==> config.mk <==
export PLATFORM = sky130hd
export DESIGN_NAME = ipc_cell
export DESIGN_NICKNAME = d
export VERILOG_FILES = /design/src/hw/rtl/ipc_pkg.sv /design/src/hw/rtl/ipc_cell.sv
export SDC_FILE = /design/constraint.sdc
export NUM_CORES = 1
export LEC_CHECK = 0
export BUFFER_PORTS_ARGS = -buffer_cell sky130_fd_sc_hd__buf_2
export CAP_MARGIN = 0
export CORE_MARGIN = 10
export CORE_UTILIZATION = 45
export CTS_CLUSTER_DIAMETER = 40
export DETAILED_ROUTE_END_ITERATION = 10
export PLACE_DENSITY = 0.7
export SLEW_MARGIN = 20
export SYNTH_ARGS = -nofsm -noshare
export SYNTH_HDL_FRONTEND = slang
export SYNTH_SLANG_ARGS = --single-unit
export TNS_END_PERCENT = 20
==> constraint.sdc <==
create_clock -name i_clk -period 7.1 [get_ports i_clk]
set_clock_uncertainty 0.15 [all_clocks]
set_input_delay 0.71 -clock i_clk [delete_from_list [all_inputs] [get_ports i_clk]]
set_output_delay 0.71 -clock i_clk [all_outputs]
set_load 0.05 [all_outputs]
==> src/hw/rtl/ipc_pkg.sv <==
// Shared types and constants for the inversion pair counter.
package ipc_pkg;

    localparam int MAX_ITEMS = 1024;
    localparam int CNT_W     = $clog2(MAX_ITEMS);
    localparam int COUNT_W   = 30;

    localparam logic [COUNT_W-1:0] COUNT_MOD = 30'd1000000007;

    typedef struct packed {
        logic signed [31:0] value;
        logic               last;
    } t_in_item;

    typedef struct packed {
        logic [COUNT_W-1:0] pair_count;
        logic               overflow;
    } t_out_item;

    // value marching down the cell chain with its partial count
    typedef struct packed {
        logic               valid;
        logic               last;
        logic               stored;
        logic signed [31:0] value;
        logic [CNT_W-1:0]   cnt;
    } t_token;

endpackage

==> src/hw/rtl/ipc_cell.sv <==
// One chain cell: holds one stored value, compares and forwards a token.
module ipc_cell
    import ipc_pkg::*;
(
    input  logic   i_clk,
    input  logic   i_rst_n,
    input  logic   i_adv,
    input  t_token i_tok,
    output t_token o_tok
);

    logic               r_full;
    logic signed [31:0] r_val;
    t_token             r_tok;
    t_token             n_tok;
    logic               cmp;
    logic               store;

    assign cmp   = r_full && (r_val > i_tok.value);
    assign store = i_tok.valid && !i_tok.stored && !r_full;

    always_comb begin
        n_tok        = i_tok;
        n_tok.cnt    = i_tok.cnt + CNT_W'(cmp);
        n_tok.stored = i_tok.stored | store;
    end

    always_ff @(posedge i_clk) begin
        if (!i_rst_n) begin
            r_full      <= 1'b0;
            r_tok.valid <= 1'b0;
        end else if (i_adv) begin
            r_tok <= n_tok;
            if (i_tok.valid && i_tok.last) begin
                r_full <= 1'b0;
            end else if (store) begin
                r_full <= 1'b1;
            end
        end
    end

    always_ff @(posedge i_clk) begin
        if (i_adv && store) begin
            r_val <= i_tok.value;
        end
    end

    assign o_tok = r_tok;

endmodule

* Yosys cells after proc, flatten, opt, wreduce, memory -nomap -nowiden
Index checks and enable logic that the tools add are counted.
** Storage, ports and cells
- Bits in registers :: 78
- Logic and storage cells :: 22
- Output and inout port bits :: 45
** Cells by class
- $lt $le $gt $ge :: 1
- Bitwise operators :: 1
- Reductions and logical operators :: 10
- $add $sub $neg :: 1
- Multiplexer cells :: 2
** Operators with widths (number)
- 32-bit greater-than comparator :: 1
- 10-bit by 1-bit adder with 10-bit output :: 1
- 1-bit logical AND :: 5
- 2-bit AND reduction :: 2
- 1-bit logical NOT :: 2
- 1-bit two-way mux :: 2
- 2-bit nonzero test :: 1
- 1-bit OR :: 1

* Depth between registers and ports, before layout
- Depth in word-level cells :: 5
- Mapped depth :: 14

* Worst setup path after synthesis
No wires, ideal clock.
- Path kind :: input to register
- Start :: input port i_adv
- End :: register r_val[0], enable pin
- Arrival :: 2.978 ns
- Path buffers :: 0
- Required time :: 6.489 ns
- Setup slack :: 3.511 ns
- Stages on the path :: 2
- Cells stage by stage :: nand2_1 > nor3_1
** Between the ends
- Longest elaborated chain between the ends :: 1
** Ends and longest elaborated chain
- start, declared :: line ipc_cell.sv:7 : input logic i_adv,
- 1-bit logical AND :: line ipc_cell.sv:43 : if (i_adv && store) begin
- end signal, assigned :: line ipc_cell.sv:44 : r_val <= i_tok.value;
- end, declared :: line ipc_cell.sv:13 : logic signed [31:0] r_val;
No other way between the ends.
A chain may end at the register's enable or synchronous reset.

==> parameters.txt <==
Parameter                              Value

Clock network
  CTS Root Cell    sky130_fd_sc_hd__clkbuf_8
  Number of buffers created by CTS    9
  TritonCTS clock tree    built
  CTS H-Tree Depth    3
  Number of buffers inserted to repair setup after CTS    0
  Later-pin clock latency in the skew report    approximately 340 ps
  Number of resized instances in the post-cts repair step    0
  Number of buffers inserted by hold repair at cts    0
  Largest buffer count on any clock path    2
  Clock slew at reported path FFs    roughly 80 ps
  Total number of clock tree sinks    78

Die
  Overall die width    ~110 um
  Floorplan die height    between 100 and 150 um
  Initial core utilization    0.4642
  CORE AREA    7253 um2
  Top-Level Pins    93
  DIE AREA    between 10000 and 15000 um2
  Count of standard-cell rows    31

Setup path
  Cells along the critical path    buf_2 -> inv_1 -> ha_1 -> a21oi_2 -> o21ai_1 -> a221o_1 -> a2111oi_4 -> a21oi_1 -> nor3_2 -> ha_1 -> ha_1 -> nand3_1 -> nor2_1 -> nand3_1 -> xnor2_1
  Classification of the worst setup path    in -> reg
  Worst Path Arrival    roughly 3400 ps
  CP peak stage delay    approximately 380 ps
  Category of the worst setup path capture point    flip-flop
  Cell family with the largest share of critical-path delay    compound AO/OA/AOI/OAI gates
  Req. time, crit path    7050 ps
  Cell mode on critical path    sky130_fd_sc_hd__ha_1
  Worst Setup Start Kind    primary input
  Largest fanout of any net on the critical path    3
  Cell type of the slowest stage on the worst timing path    sky130_fd_sc_hd__a221o_1
  Crit path buffers/inverters    2

Power and ir drop
  Power density over cell area    between 200 and 250 nW/um2
  Worst vdd ir    ~0.13 mV
  Leakage power    around 0.0018 uW
  Post-layout power    about 1000 uW

Final layout
  Count of nets after finishing    between 400 and 500
  Share of the core filled with cells in the final layout    0.5774
  Final antenna diode count    0
  Fraction of final layout cells with drive strength greater than 1    0.3535
  Syn-to-layout area delta    24.38%
  Summed area of non-filler cells in the final layout    between 4000 and 5000 um2

Drt
  Top layer reached by signal wires    met4
  Metal1 wirelength    roughly 2800 um
  Number of DRC markers in iteration 0    36
  Post-DRT Antenna Nets    0
  Met3 wire len    537 um
  Vias per inst    between 4 and 5
  DR pass1 iterations    4
  Per-cell routed wire length    15.07 um
  Drc violations    0
  Vias post-DR    between 2000 and 2500
  Met2 wirelength from detailed routing    around 3000 um
  Routed wire length    ~6500 um

Synth
  Post-synthesis cell area    approximately 3400 um2
  Most instantiated flip-flop cell in the synthesis netlist    sky130_fd_sc_hd__edfxtp_1
  Number of standard cells after synthesis    ~220
  Number of distinct library cell variants in the gate-level netlist after synthesis    30
  Synthesis warning total    0
  Proportion of synthesized area in mux cells    0
  Net count after synthesis    between 300 and 400
  Syn avg cell area    roughly 15 um2
  Count of flip-flops with a built-in enable after synthesis    76
  Largest family of logic cells by synthesized area    adder cells
  Number of flip-flops and latches in the synthesized netlist    78
  Fraction of the mapped netlist area in compound gates    0.06094
  Post-synthesis async set-or-reset flop share    0
  Xor-xnor portion of the synthesized cell area    0.02081
  Simple logic cell fraction of the synthesized area    0.06540
  Sequential element share of the synthesized area    0.6897
  Adder-cell share of the synthesized area    0.1263

Global route
  Global-route usage over all layers    0.1182
  Total congestion overflow    0
  Vias in the first global route    ~2300
  Largest net degree at the start of global routing    between 40 and 50
  Antenna violations before repair    0
  Wire length of the first global-routing pass    roughly 11000 um

STA
  Max-slew headroom at the worst pin    0.6069
  Setup Viol. Count Final    0
  Highest attainable clock frequency    0.2926 GHz
  Setup repair after global routing missed its margin    false
  Setup TNS after final layout    0 ps
  Post-layout min period    around 3400 ps
  Final worst-path cycle share    0.4814
  Max-slew violation total from the final report    0
  Total count of hold-check failures in the final report    0
  Pin slew with the least headroom to its limit    slightly below 600 ps

Placed design
  Routability-driven placement congestion ratio    around 0.79
  Area of placed instances    ~4000 um2
  Quantity of I/O buffers inserted on ports    slightly above 90
  Detailed placement HPWL    between 4000 and 5000 um

Job
  Max_cap viols    0

Outcome
  Status    completed

Min path
  Hold WC Path Type    reg -> reg
## cells in the mapped netlist (all sizes together) (2+ instances only)
library cell / number / share of area
nor2: 4 / 0.0045
dfxtp: 2 / 0.012
nand4: 5 / 0.0093
nand3: 10 / 0.015
xor2: 4 / 0.010
o21ai: 4 / 0.0059
and3: 4 / 0.0074
a221o: 2 / 0.0059
a21oi: 13 / 0.022
a21boi: 2 / 0.0045
nor2b: 2 / 0.0037
nand2: 9 / 0.010
a21o: 4 / 0.0089
xnor2: 4 / 0.010
ha: 34 / 0.13
and4: 2 / 0.0056
inv: 33 / 0.037
nor3: 2 / 0.0045
edfxtp: 76 / 0.68
## registers in the layout, indices dropped and copies added, names as in the netlist
signal / cells
o_tok: 45
r_full: 1
r_val: 32
## path summary, 6_finish.rpt
check / startpoint / end / slack (ps) / depth (start not counted)
max: i_tok[29] / o_tok[8] / 3680 / 15
min: o_tok[44] / o_tok[44] / 340 / 2
max reg2reg: r_val[19] / o_tok[8] / 3790 / 13
min reg2reg: o_tok[44] / o_tok[44] / 340 / 2
## routing by layer
| layer | up-vias | track usage |
|---|---|---|
| li1 | 1029 | - |
| met1 | 942 | 0.1432 |
| met2 | 72 | 0.1820 |
| met3 | 11 | 0.04891 |
| met4 | 0 | 0.05029 |
| met5 | - | 0 |
## worst register-to-register path, delay by kind of cell (launching register included)
family                     cells  cell delay [ps]
adders and majority gates      3              730
and+or+nand+nor                4              570
xor gates and xnor gates       1              130
AOI/OAI and AO/OA              5             1080
DFF                            1              400
## power breakdown
| group | leakage [uW] | total, uW | internal (uW) | switching, uW |
|---|---|---|---|---|
| sequential | 0.000722 | 535 | 530 | 5.33 |
| clock | 0.000106 | 362 | 199 | 163 |
| combinational | 0.000988 | 136 | 38.0 | 98.4 |
## cell type report
class	count	area [um2]
Multi-Input combinational cell	111	928.4
Clock inverter	7	97.59
Timing Repair Buffer	93	467.9
Fill cell	612	3065
Tap cell	99	123.9
Inverter	33	123.9
Clock buffer	9	123.9
Sequential cell	78	2322
## stage by stage
| step | hold slack, ps | std cells | worst slack (ps) |
|---|---|---|---|
| global placement | 317.7 | 414 | 3385 |
| detailed placement | 331.6 | 414 | 3286 |
| floorplan | 397.7 | 222 | 3511 |
| finish | 339.3 | 430 | 3682 |
| global route | 393.8 | 430 | 3350 |
| CTS | 346.1 | 430 | 3658 |
## kinds of logic (layout without fill, tap and decap cells)
family / after synthesis / after routing
simple gates: 41 / 41
compound gates: 28 / 28
flops: 78 / 78
fa+ha+maj: 34 / 34
xor+xnor: 8 / 8
buf+inv: 33 / 142
## placed cells by master, fill, tap and decap left out, types with 5 or more instances in the layout
| cell type | synthesis | layout |
|---|---|---|
| sky130_fd_sc_hd__clkbuf_8 | 0 | 9 |
| sky130_fd_sc_hd__edfxtp_1 | 76 | 76 |
| sky130_fd_sc_hd__nand4_1 | 5 | 5 |
| sky130_fd_sc_hd__ha_1 | 34 | 34 |
| sky130_fd_sc_hd__inv_1 | 33 | 33 |
| sky130_fd_sc_hd__nand3_1 | 10 | 10 |
| sky130_fd_sc_hd__a21oi_1 | 11 | 11 |
| sky130_fd_sc_hd__nand2_1 | 9 | 9 |
| sky130_fd_sc_hd__buf_2 | 0 | 92 |
(Power assumes the default switching activity.)
