**src/hw/rtl/ipc_pkg.sv**
```systemverilog
// Shared types and constants for the inversion pair counter.
package ipc_pkg;

    localparam int MAX_ITEMS = 1024;
    localparam int CNT_W     = $clog2(MAX_ITEMS);
    localparam int COUNT_W   = 30;

    localparam logic [COUNT_W-1:0] COUNT_MOD = 30'd1000000007;

    typedef struct packed {
        logic signed [31:0] value;
        logic               last;
    } t_in_item;

    typedef struct packed {
        logic [COUNT_W-1:0] pair_count;
        logic               overflow;
    } t_out_item;

    // value marching down the cell chain with its partial count
    typedef struct packed {
        logic               valid;
        logic               last;
        logic               stored;
        logic signed [31:0] value;
        logic [CNT_W-1:0]   cnt;
    } t_token;

endpackage

```
**src/hw/rtl/ipc_accum.sv**
```systemverilog
// End of chain: running count modulo the prime, overflow flag, result register.
module ipc_accum
    import ipc_pkg::*;
(
    input  logic      i_clk,
    input  logic      i_rst_n,
    input  t_token    i_tok,
    input  logic      i_out_stall,
    output logic      o_adv,
    output logic      o_out_valid,
    output t_out_item o_out_item
);

    logic [COUNT_W-1:0] r_run;
    logic               r_ovf;
    logic               r_out_valid;
    t_out_item          r_out;
    logic [COUNT_W:0]   sum;
    logic [COUNT_W-1:0] red;
    logic               ovf;

    assign o_adv = !(r_out_valid && i_out_stall);

    always_comb begin
        sum = {1'b0, r_run} + (i_tok.stored ? (COUNT_W+1)'(i_tok.cnt) : '0);
        if (sum >= {1'b0, COUNT_MOD}) begin
            red = COUNT_W'(sum - {1'b0, COUNT_MOD});
        end else begin
            red = sum[COUNT_W-1:0];
        end
        ovf = r_ovf | !i_tok.stored;
    end

    always_ff @(posedge i_clk) begin
        if (!i_rst_n) begin
            r_run       <= '0;
            r_ovf       <= 1'b0;
            r_out_valid <= 1'b0;
        end else if (o_adv) begin
            r_out_valid <= 1'b0;
            if (i_tok.valid) begin
                if (i_tok.last) begin
                    r_run       <= '0;
                    r_ovf       <= 1'b0;
                    r_out_valid <= 1'b1;
                end else begin
                    r_run <= red;
                    r_ovf <= ovf;
                end
            end
        end
    end

    always_ff @(posedge i_clk) begin
        if (o_adv && i_tok.valid && i_tok.last) begin
            r_out.pair_count <= red;
            r_out.overflow   <= ovf;
        end
    end

    assign o_out_valid = r_out_valid;
    assign o_out_item  = r_out;

`ifndef SYNTHESIS
    a_run_range: assert property (@(posedge i_clk) disable iff (!i_rst_n)
        r_run < COUNT_MOD) else $error("running count out of range");
    a_out_range: assert property (@(posedge i_clk) disable iff (!i_rst_n)
        r_out_valid |-> r_out.pair_count < COUNT_MOD) else $error("result out of range");
    a_freeze: assert property (@(posedge i_clk) disable iff (!i_rst_n)
        (r_out_valid && i_out_stall) |-> !o_adv) else $error("chain moved under stall");
    a_reset: assert property (@(posedge i_clk)
        $past(!i_rst_n) |-> !r_out_valid) else $error("result valid after reset");
`endif

endmodule

```
**config.mk**
```make
export PLATFORM = sky130hd
export DESIGN_NAME = ipc_accum
export DESIGN_NICKNAME = d
export VERILOG_FILES = /design/src/hw/rtl/ipc_pkg.sv /design/src/hw/rtl/ipc_accum.sv
export SDC_FILE = /design/constraint.sdc
export NUM_CORES = 1
export LEC_CHECK = 0
export ABC_AREA = 1
export BUFFER_PORTS_ARGS = -buffer_cell sky130_fd_sc_hd__buf_2
export CAP_MARGIN = 20
export CORE_MARGIN = 1.5
export CORE_UTILIZATION = 42
export CTS_CLUSTER_SIZE = 24
export DETAILED_ROUTE_END_ITERATION = 6
export PLACE_DENSITY = 0.68
export SYNTH_ARGS = -nofsm -noshare
export SYNTH_HDL_FRONTEND = slang
export SYNTH_SLANG_ARGS = --single-unit
```
**constraint.sdc**
```tcl
create_clock -name i_clk -period 5.4 [get_ports i_clk]
set_input_delay 1.08 -clock i_clk [delete_from_list [all_inputs] [get_ports i_clk]]
set_output_delay 1.08 -clock i_clk [all_outputs]
set_load 0.02 [all_outputs]
```
# Word level (Yosys, flattened, before mapping)
# Index checks and enable logic that the tools add are counted.
dict set report word_totals {
  ff_bits 63
  latchBits 0
  mem_bits_rw 0
  mem_bits_ro 0
  out_inout_bits 33
  memories 0
}
dict set report op_classes {
  add_sub_neg 2
  mul 0
  div_mod_pow 0
  magnitude_cmp 1
  eq_ne 0
  shifts 0
  mux 6
  n_bitwise 2
  n_reduce_logical 6
}
# op count
set ops {}
lappend ops {{2-to-1 mux 30 bit} 2}
lappend ops {{adder 30 x 10 -> 31 bit} 1}
lappend ops {{>= comparator 31 x 30 -> 1 bit, second input constant} 1}
lappend ops {{subtractor 30 bit, second input constant} 1}
lappend ops {{2-to-1 mux 10 bit} 1}
lappend ops {{logical AND 1 bit} 3}
lappend ops {{2-to-1 mux 1 bit} 3}
lappend ops {{logical NOT 1 bit} 2}
lappend ops {{AND reduction 2 bit} 1}
lappend ops {{inverter 1 bit} 1}
lappend ops {{OR 1 bit} 1}

# Longest topological paths before layout
# Gate-level depths: netlist of run 1.
dict set report depth {
  word_depth 5
  ltp_mapped 28
  mapped_depth_nobuf 27
}

# Worst setup path before layout of run 1
# OpenSTA, ideal clock, no wires.
dict set report synth_timing {
  path_type {input -> register}
  start {input i_tok[42] in the netlist's numbering}
  end {register r_out, in the netlist o_out_item[26], data pin}
  arrival_ps 3861
  required_ps 5145
  path_slack_ps 1284
  cell_stages 23
  n_path_buf 2
  cell_sequence {clkbuf_1 > nand2_1 > inv_1 > ha_1 > inv_1 > fa_1 > inv_1 > nand3_1 > nand2_2 > xnor2_2 > nand3_1 > nor2_2 > nand2_2 > nand2_1 > nand2_1 > nand2_1 > nand2_2 > nand3_4 > nand3_4 > buf_6 > nand2_1 > nand2_1 > and2_1}
}
dict set report synth_between {
  elab_chain_cells 4
}
# item line
set synth_lines {}
lappend synth_lines {{start: declaration} ipc_accum.sv:7} ;# input t_token i_tok,
lappend synth_lines {{2-to-1 mux 10 bit *} ipc_accum.sv:25} ;# sum = {1'b0, r_run} + (i_tok.stored ? (COUNT_W+1)'(i_tok.cnt) : '0);
lappend synth_lines {{adder 30 x 10 -> 31 bit *} ipc_accum.sv:25}
lappend synth_lines {{subtractor 30 bit or >= comparator 31 x 30 -> 1 bit (tied branches)} {ipc_accum.sv:27, ipc_accum.sv:26}}
lappend synth_lines {{2-to-1 mux 30 bit *} ipc_accum.sv:26} ;# if (sum >= {1'b0, COUNT_MOD}) begin
lappend synth_lines {{via red[25]} ipc_accum.sv:19} ;# logic [COUNT_W-1:0] red;
lappend synth_lines {{end: declaration} ipc_accum.sv:17} ;# t_out_item r_out;
# Mark *: on every way through the listed nets, which the timed path passes. The rest lies on a longest branch.
# A chain may end at the register's enable or synchronous reset.

# Final worst setup path of run 1
dict set report layout_timing {
  start {input i_tok[42] in the netlist's numbering}
  end {register r_run[2]}
}
dict set report layout_between {
  elab_chain_cells 5
}
# item line
set layout_lines {}
lappend layout_lines {{2-to-1 mux 10 bit *} ipc_accum.sv:25}
lappend layout_lines {{adder 30 x 10 -> 31 bit *} ipc_accum.sv:25}
lappend layout_lines {{subtractor 30 bit or >= comparator 31 x 30 -> 1 bit (tied branches)} {ipc_accum.sv:27, ipc_accum.sv:26}}
lappend layout_lines {{2-to-1 mux 30 bit *} ipc_accum.sv:26}
lappend layout_lines {{via red[2]} ipc_accum.sv:19}
lappend layout_lines {{2-to-1 mux 30 bit *} ipc_accum.sv:42} ;# if (i_tok.last) begin
lappend layout_lines {{end signal: assignment} ipc_accum.sv:47} ;# r_run <= red;
lappend layout_lines {{end: declaration} ipc_accum.sv:14} ;# logic [COUNT_W-1:0] r_run;
# Marks and branches as above.

==> results of run 1 <==
-- path summary, 6_finish.rpt --
check | startpoint | to | slack [ps] | cells after the start
min | r_run[5]$_SDFFE_PN0P_ | r_run[5]$_SDFFE_PN0P_ | 470 | 2
max | i_tok[42] | r_run[2]$_SDFFE_PN0P_ | 1010 | 26
min reg2reg | r_run[5]$_SDFFE_PN0P_ | r_run[5]$_SDFFE_PN0P_ | 470 | 2
max reg2reg | r_run[0]$_SDFFE_PN0P_ | r_run[2]$_SDFFE_PN0P_ | 1770 | 23
-- final cells by class --
type	count	area (um^2)	share of cell area [%]
Clock buffer	14	297	4.98
Clock inverter	2	8.76	0.147
Inverter	121	454	7.62
Multi-Input combinational cell	634	3110	52.3
Sequential cell	63	1570	26.4
Tap cell	168	210	3.53
Timing Repair Buffer	52	303	5.08
-- power groups by stage --
| stage | registers, mW | logic, mW | clock network, mW |
|---|---|---|---|
| global placement | 0.531 | 0.141 | 0 |
| global route | 0.523 | 0.162 | 0.611 |
| detailed placement | 0.531 | 0.141 | 0 |
| CTS | 0.522 | 0.142 | 0.593 |
| finish | 0.522 | 0.145 | 0.588 |
| floorplan | 0.545 | 0.0893 | 0 |
-- layer usage --
metal | up-vias | part of all wire [%]
met5 | - | 0
met4 | 0 | 1.2
li1 | 2712 | -
met1 | 2343 | 49
met2 | 145 | 43
met3 | 12 | 6.8
-- worst min-delay path, cell delays in order, from the launching register on --
cell     delay [ps]
dfxtp_1         310
nand2_1          60
a21oi_1          60
-- logic make-up (layout without fill, tap and decap cells) --
family	count (synthesis)	after routing	synth area share, %
AND/OR/NAND/NOR	552	552	47.0
buffers and inverters	137	189	10.9
XOR/XNOR	11	11	1.98
AO/OA/AOI/OAI	59	59	7.19
adder cells (fa/ha/maj)	12	12	3.01
flip-flops	63	63	30.0
-- sequential cells by signal (all words and copies together) (netlist names) --
register     cells
o_out_item      31
r_run           30
o_out_valid      1
r_ovf            1
-- stage by stage --
step	hold WS (ps)	instance area [um^2]	power (mW)	cells	utilization, %
after floorplan	438	5240	0.634	834	-
after global placement	452	5630	0.672	1037	46.4
after detailed placement	468	5630	0.673	1037	46.4
after CTS	476	5930	1.26	1053	49.0
after global routing	490	5960	1.30	1054	49.2
final	472	5960	1.25	1054	49.2
-- cell usage after synthesis, types with 2 or more instances --
cell | n | share of area, %
nand2_2 | 25 | 3.0
nand2_1 | 334 | 24
ha_1 | 11 | 2.6
nand3_1 | 65 | 6.2
inv_1 | 117 | 8.4
nor2_4 | 4 | 0.86
o21ai_0 | 6 | 0.57
o21ai_2 | 12 | 2.0
nand3_4 | 2 | 0.67
and2_1 | 3 | 0.36
nand3_2 | 9 | 1.7
xor2_1 | 7 | 1.2
nand3b_1 | 8 | 1.1
buf_2 | 2 | 0.19
xnor2_1 | 3 | 0.50
inv_2 | 3 | 0.21
edfxtp_1 | 31 | 18
clkbuf_1 | 7 | 0.50
buf_6 | 5 | 1.1
a21oi_4 | 2 | 0.62
dfxtp_1 | 32 | 12
nor2_1 | 66 | 4.7
a21oi_2 | 3 | 0.50
a21oi_1 | 35 | 3.3
nand4_1 | 16 | 1.9
nor3_1 | 4 | 0.38
nor2_2 | 12 | 1.4
==> flow_summary.toml, run 1 <==
[clock_network]
max-clock-path-buffers = 2
post-cts-setup-buffer-count = 0
ctsRootBufferMaster = "clkbuf_16"
cts_resized = 0
holdBufCountCts = 0
cts_sinks = 63
path_clk_slew_ps = 50
h-tree-depth = 3
tritoncts = "built"
numCtsBuffers = 9
insertion_delay_ps = 340

[drt]
antenna_left = 0
dr.pass1.iters = 5
vias = 5212
drc = 0
wirelength_mm = 13.6
vias_per_cell = 4.94
first_iter_violations = 452
wire_per_inst_um = 12.9

[global_route]
grt_max_degree = 38
groute.usage.overall_pct = 22.1
grt_pass1_wl_mm = 22.7
met1_usage_pct = 32.4
grtUsageMet2_pct = 34.1
use_met3_pct = 3.23
busiest_layer = "met2"
grt_overflow = 0
antenna_found_initial = 0
grt_pass1_vias = 4627

[synthesis]
synth_edf_count = 31
ys_seq_area_share_pct = 30.0
syn_area_per_cell_um2 = 6.28
netlist_instances = 834
async_flop_share_pct = 0
synthesis.nets = 894
synth_area_mm2 = 0.00524
synth_ff_type = "dfxtp_1"
ys_warn_count = 0
yosys_register_bits = 63
ys_types = 37

[sta]
fmax_mhz = 228
layout_min_cycle_time_ps = 4390
hold_violations = 0
maxSlewViolCount = 0
setup_ws_ps = 1010
tightest_slew_ps = 970
finalCritPeriodShare_pct = 81.3
rsz0062_at_grt = "false"
relSlewSlack_pct = 35.2
tns_ps = 0
finalSetupViolCount = 0
fin_worst_skew_ps = 8.51

[placed_design]
pre_cts_slack_ps = 686
gp_congestion = 0.922
port_buffers = 48
hpwlAfterDp_mm = 10.8

[layout]
nets = 941
final_common_cell = "nand2_1"
final_layout_size_suffix_gt1_share_pct = 16.1
syn_to_final_growth_pct = 13.7
layout_common_cells = "nand2_1, inv_1, nand3_1, nor2_1, buf_2"
diodes = 0
num-fill-cells = 1261

[setup_path]
cp_common_cell = "nand2_1"
cp.arrival_ps = 4650
critical_path_class = "in2reg"
crit_family = "simple AND/OR/NAND/NOR gates"
cp-end-kind = "register"
worstPathRequired_ps = 5660
cp_num_buf_inv = 5
crit_path_top_delay_cell = "fa_1"
crit_fanout = 37
worstSetupStartpointType = "input port"
max_stage_delay_ps = 390

[floorplan]
coreArea_mm2 = 0.0121
rows = 40
die_x_um = 115
die_y_um = 115
die_area_mm2 = 0.0132
ios = 81
start_util_pct = 43.3

[pwr]
switching_share_pct = 25.1
comb_power_share_pct = 11.5
ir_drop_v = 0.000142
power_leakage_nw = 2.83
pwr-share-seq_pct = 41.6
p_sw_mw = 0.315
p_clk_share_pct = 46.9
internal_power_mw = 0.939
power_density_mw_per_mm2 = 211

[worst_hold_path]
hp-class = "reg2reg"

[flow_run]
maxCapViolCount = 0

[run_status]
status = "completed"
No activity file was read; power rests on OpenSTA's default activity.
==> run 2, diff against run 1 <==
- PLACE_DENSITY: 0.68 -> 0.7
- clock period: 5.4 -> 3.75 ns (I/O delays scaled with it)
==> flow_summary.toml, run 2 (synthesis gave the netlist of run 1 again) <==
[run_status]
status = "completed"

[global_route]
grt_overflow = 0
grt_pass1_wl_mm = 23.4
grt_pass1_vias = 4934
antenna_found_initial = 0
grt_max_degree = 33
groute.usage.overall_pct = 22.8

[sta]
fin_worst_skew_ps = 11.2
tightest_slew_ps = 967
setup_ws_ps = 287
tns_ps = 0
finalSetupViolCount = 0
holdWs_ps = 467
relSlewSlack_pct = 35.4
fmax_mhz = 289
finalCritPeriodShare_pct = 92.4
rsz0062_at_grt = "false"
maxSlewViolCount = 0
hold_violations = 0
layout_min_cycle_time_ps = 3460

[drt]
wirelength_mm = 14.1
drc = 0
vias = 5462
vias_per_cell = 4.81
first_iter_violations = 484
wire_per_inst_um = 12.4
dr.pass1.iters = 5
antenna_left = 0

[clock_network]
max-clock-path-buffers = 2
cts_sinks = 63
ctsRootBufferMaster = "clkbuf_16"
insertion_delay_ps = 340
numCtsBuffers = 9
tritoncts = "built"
path_clk_slew_ps = 60
h-tree-depth = 3

[pwr]
ir_drop_v = 0.000227
power_leakage_nw = 3.23
power_density_mw_per_mm2 = 278
finalPower_mw = 1.84

[layout]
diodes = 0
syn_to_final_growth_pct = 26.3
layout_common_cells = "nand2_1, inv_1, buf_4, nand3_1, nor2_1"
multi_input_area_mm2 = 0.00313
final_layout_size_suffix_gt1_share_pct = 23.9
fin_cells = 1136
final_common_cell = "nand2_1"
design_area_mm2 = 0.00662
regArea_mm2 = 0.00157
num-fill-cells = 1196
largest_register_ffs = 31
final_util_pct = 54.6
nets = 1023

[setup_path]
r2r_slack_ps = 640
crit_family = "simple AND/OR/NAND/NOR gates"
worstSetupStartpointType = "input port"
cp-end-kind = "register"
cp.arrival_ps = 3730
max_stage_delay_ps = 370
crit_fanout = 22
cp_num_buf_inv = 5
crit_chain = "buf_2 -> buf_12 -> nand2_1 -> inv_1 -> ha_2 -> nand2_2 -> buf_4 -> nor2_2 -> nand3_1 -> nand3_1 -> nand2_1 -> nand3_1 -> nand2_2 -> nor2_1 -> nand2_1 -> nor2_1 -> nand3_4 -> nand3_4 -> buf_12 -> nand2_1 -> o21ai_2 -> nand2_1 -> a21oi_1"
worstPathRequired_ps = 4020
critical_path_class = "in2reg"
rr_worst_depth = 21
crit_path_top_delay_cell = "ha_2"
path_depth = 23
cp_common_cell = "nand2_1"

[floorplan]
ios = 81
die_y_um = 115
rows = 40
coreArea_mm2 = 0.0121
start_util_pct = 43.3
die_x_um = 115
die_area_mm2 = 0.0132

[placed_design]
postPlaceCellArea_mm2 = 0.00628
gp_congestion = 0.947
dp.cells = 1119
pre_cts_slack_ps = -93.5
port_buffers = 48
hpwlAfterDp_mm = 11.4

[worst_hold_path]
hp-class = "reg2reg"
min_path_cells = 2

[flow_run]
maxCapViolCount = 0
## run 2: cell count changes in the layout (fill, tap and decap cells not counted), moves of 2 or more
cell / previous run / this run
buf_4: 2 / 81
buf_12: 1 / 4
ha_1: 11 / 9
ha_2: 0 / 2
## run 2: final timing paths
kind | from | to
worst max-delay path | i_tok[42] | r_run[21]$_SDFFE_PN0P_
worst max register to register | r_run[0]$_SDFFE_PN0P_ | r_run[21]$_SDFFE_PN0P_
worst min-delay path | r_ovf$_SDFFE_PN0P_ | r_ovf$_SDFFE_PN0P_
worst min register to register | r_ovf$_SDFFE_PN0P_ | r_ovf$_SDFFE_PN0P_
## run 2: layout make-up
type | instances | area share [%]
Sequential cell | 63 | 23.7
Inverter | 121 | 6.86
Clock buffer | 14 | 4.31
Clock inverter | 2 | 0.189
Tap cell | 168 | 3.18
Multi-Input combinational cell | 634 | 47.3
Timing Repair Buffer | 134 | 14.4
## run 2: report_power, final
group	leakage [nW]	total [mW]	internal [mW]	switching, mW
logic	2.53	0.256	0.104	0.152
clock network	0.144	0.831	0.523	0.308
registers	0.550	0.750	0.744	0.00677
## run 2: what timing repair did
item                       4_1_cts  5_1_grt
buffers inserted                 0        0
gates resized for setup          0        5
setup endpoints to repair        0        3
hold buffers                     0        0
## run 2: layer usage
| layer | routed length (um) | GRT usage (%) | share of wire (%) | vias to the layer above |
|---|---|---|---|---|
| met4 | 178 | 6.26 | 1.3 | 0 |
| met1 | 7000 | 32.4 | 50 | 2437 |
| met2 | 6070 | 36.1 | 43 | 133 |
| met3 | 822 | 3.71 | 5.8 | 14 |
| li1 | - | - | - | 2878 |
| met5 | 0 | 0 | 0 | - |
## run 2: tightest hold or removal path: stages, from the launching register on
cell and delay [ps]:
dfxtp_1 300, inv_1 60, a211oi_1 70
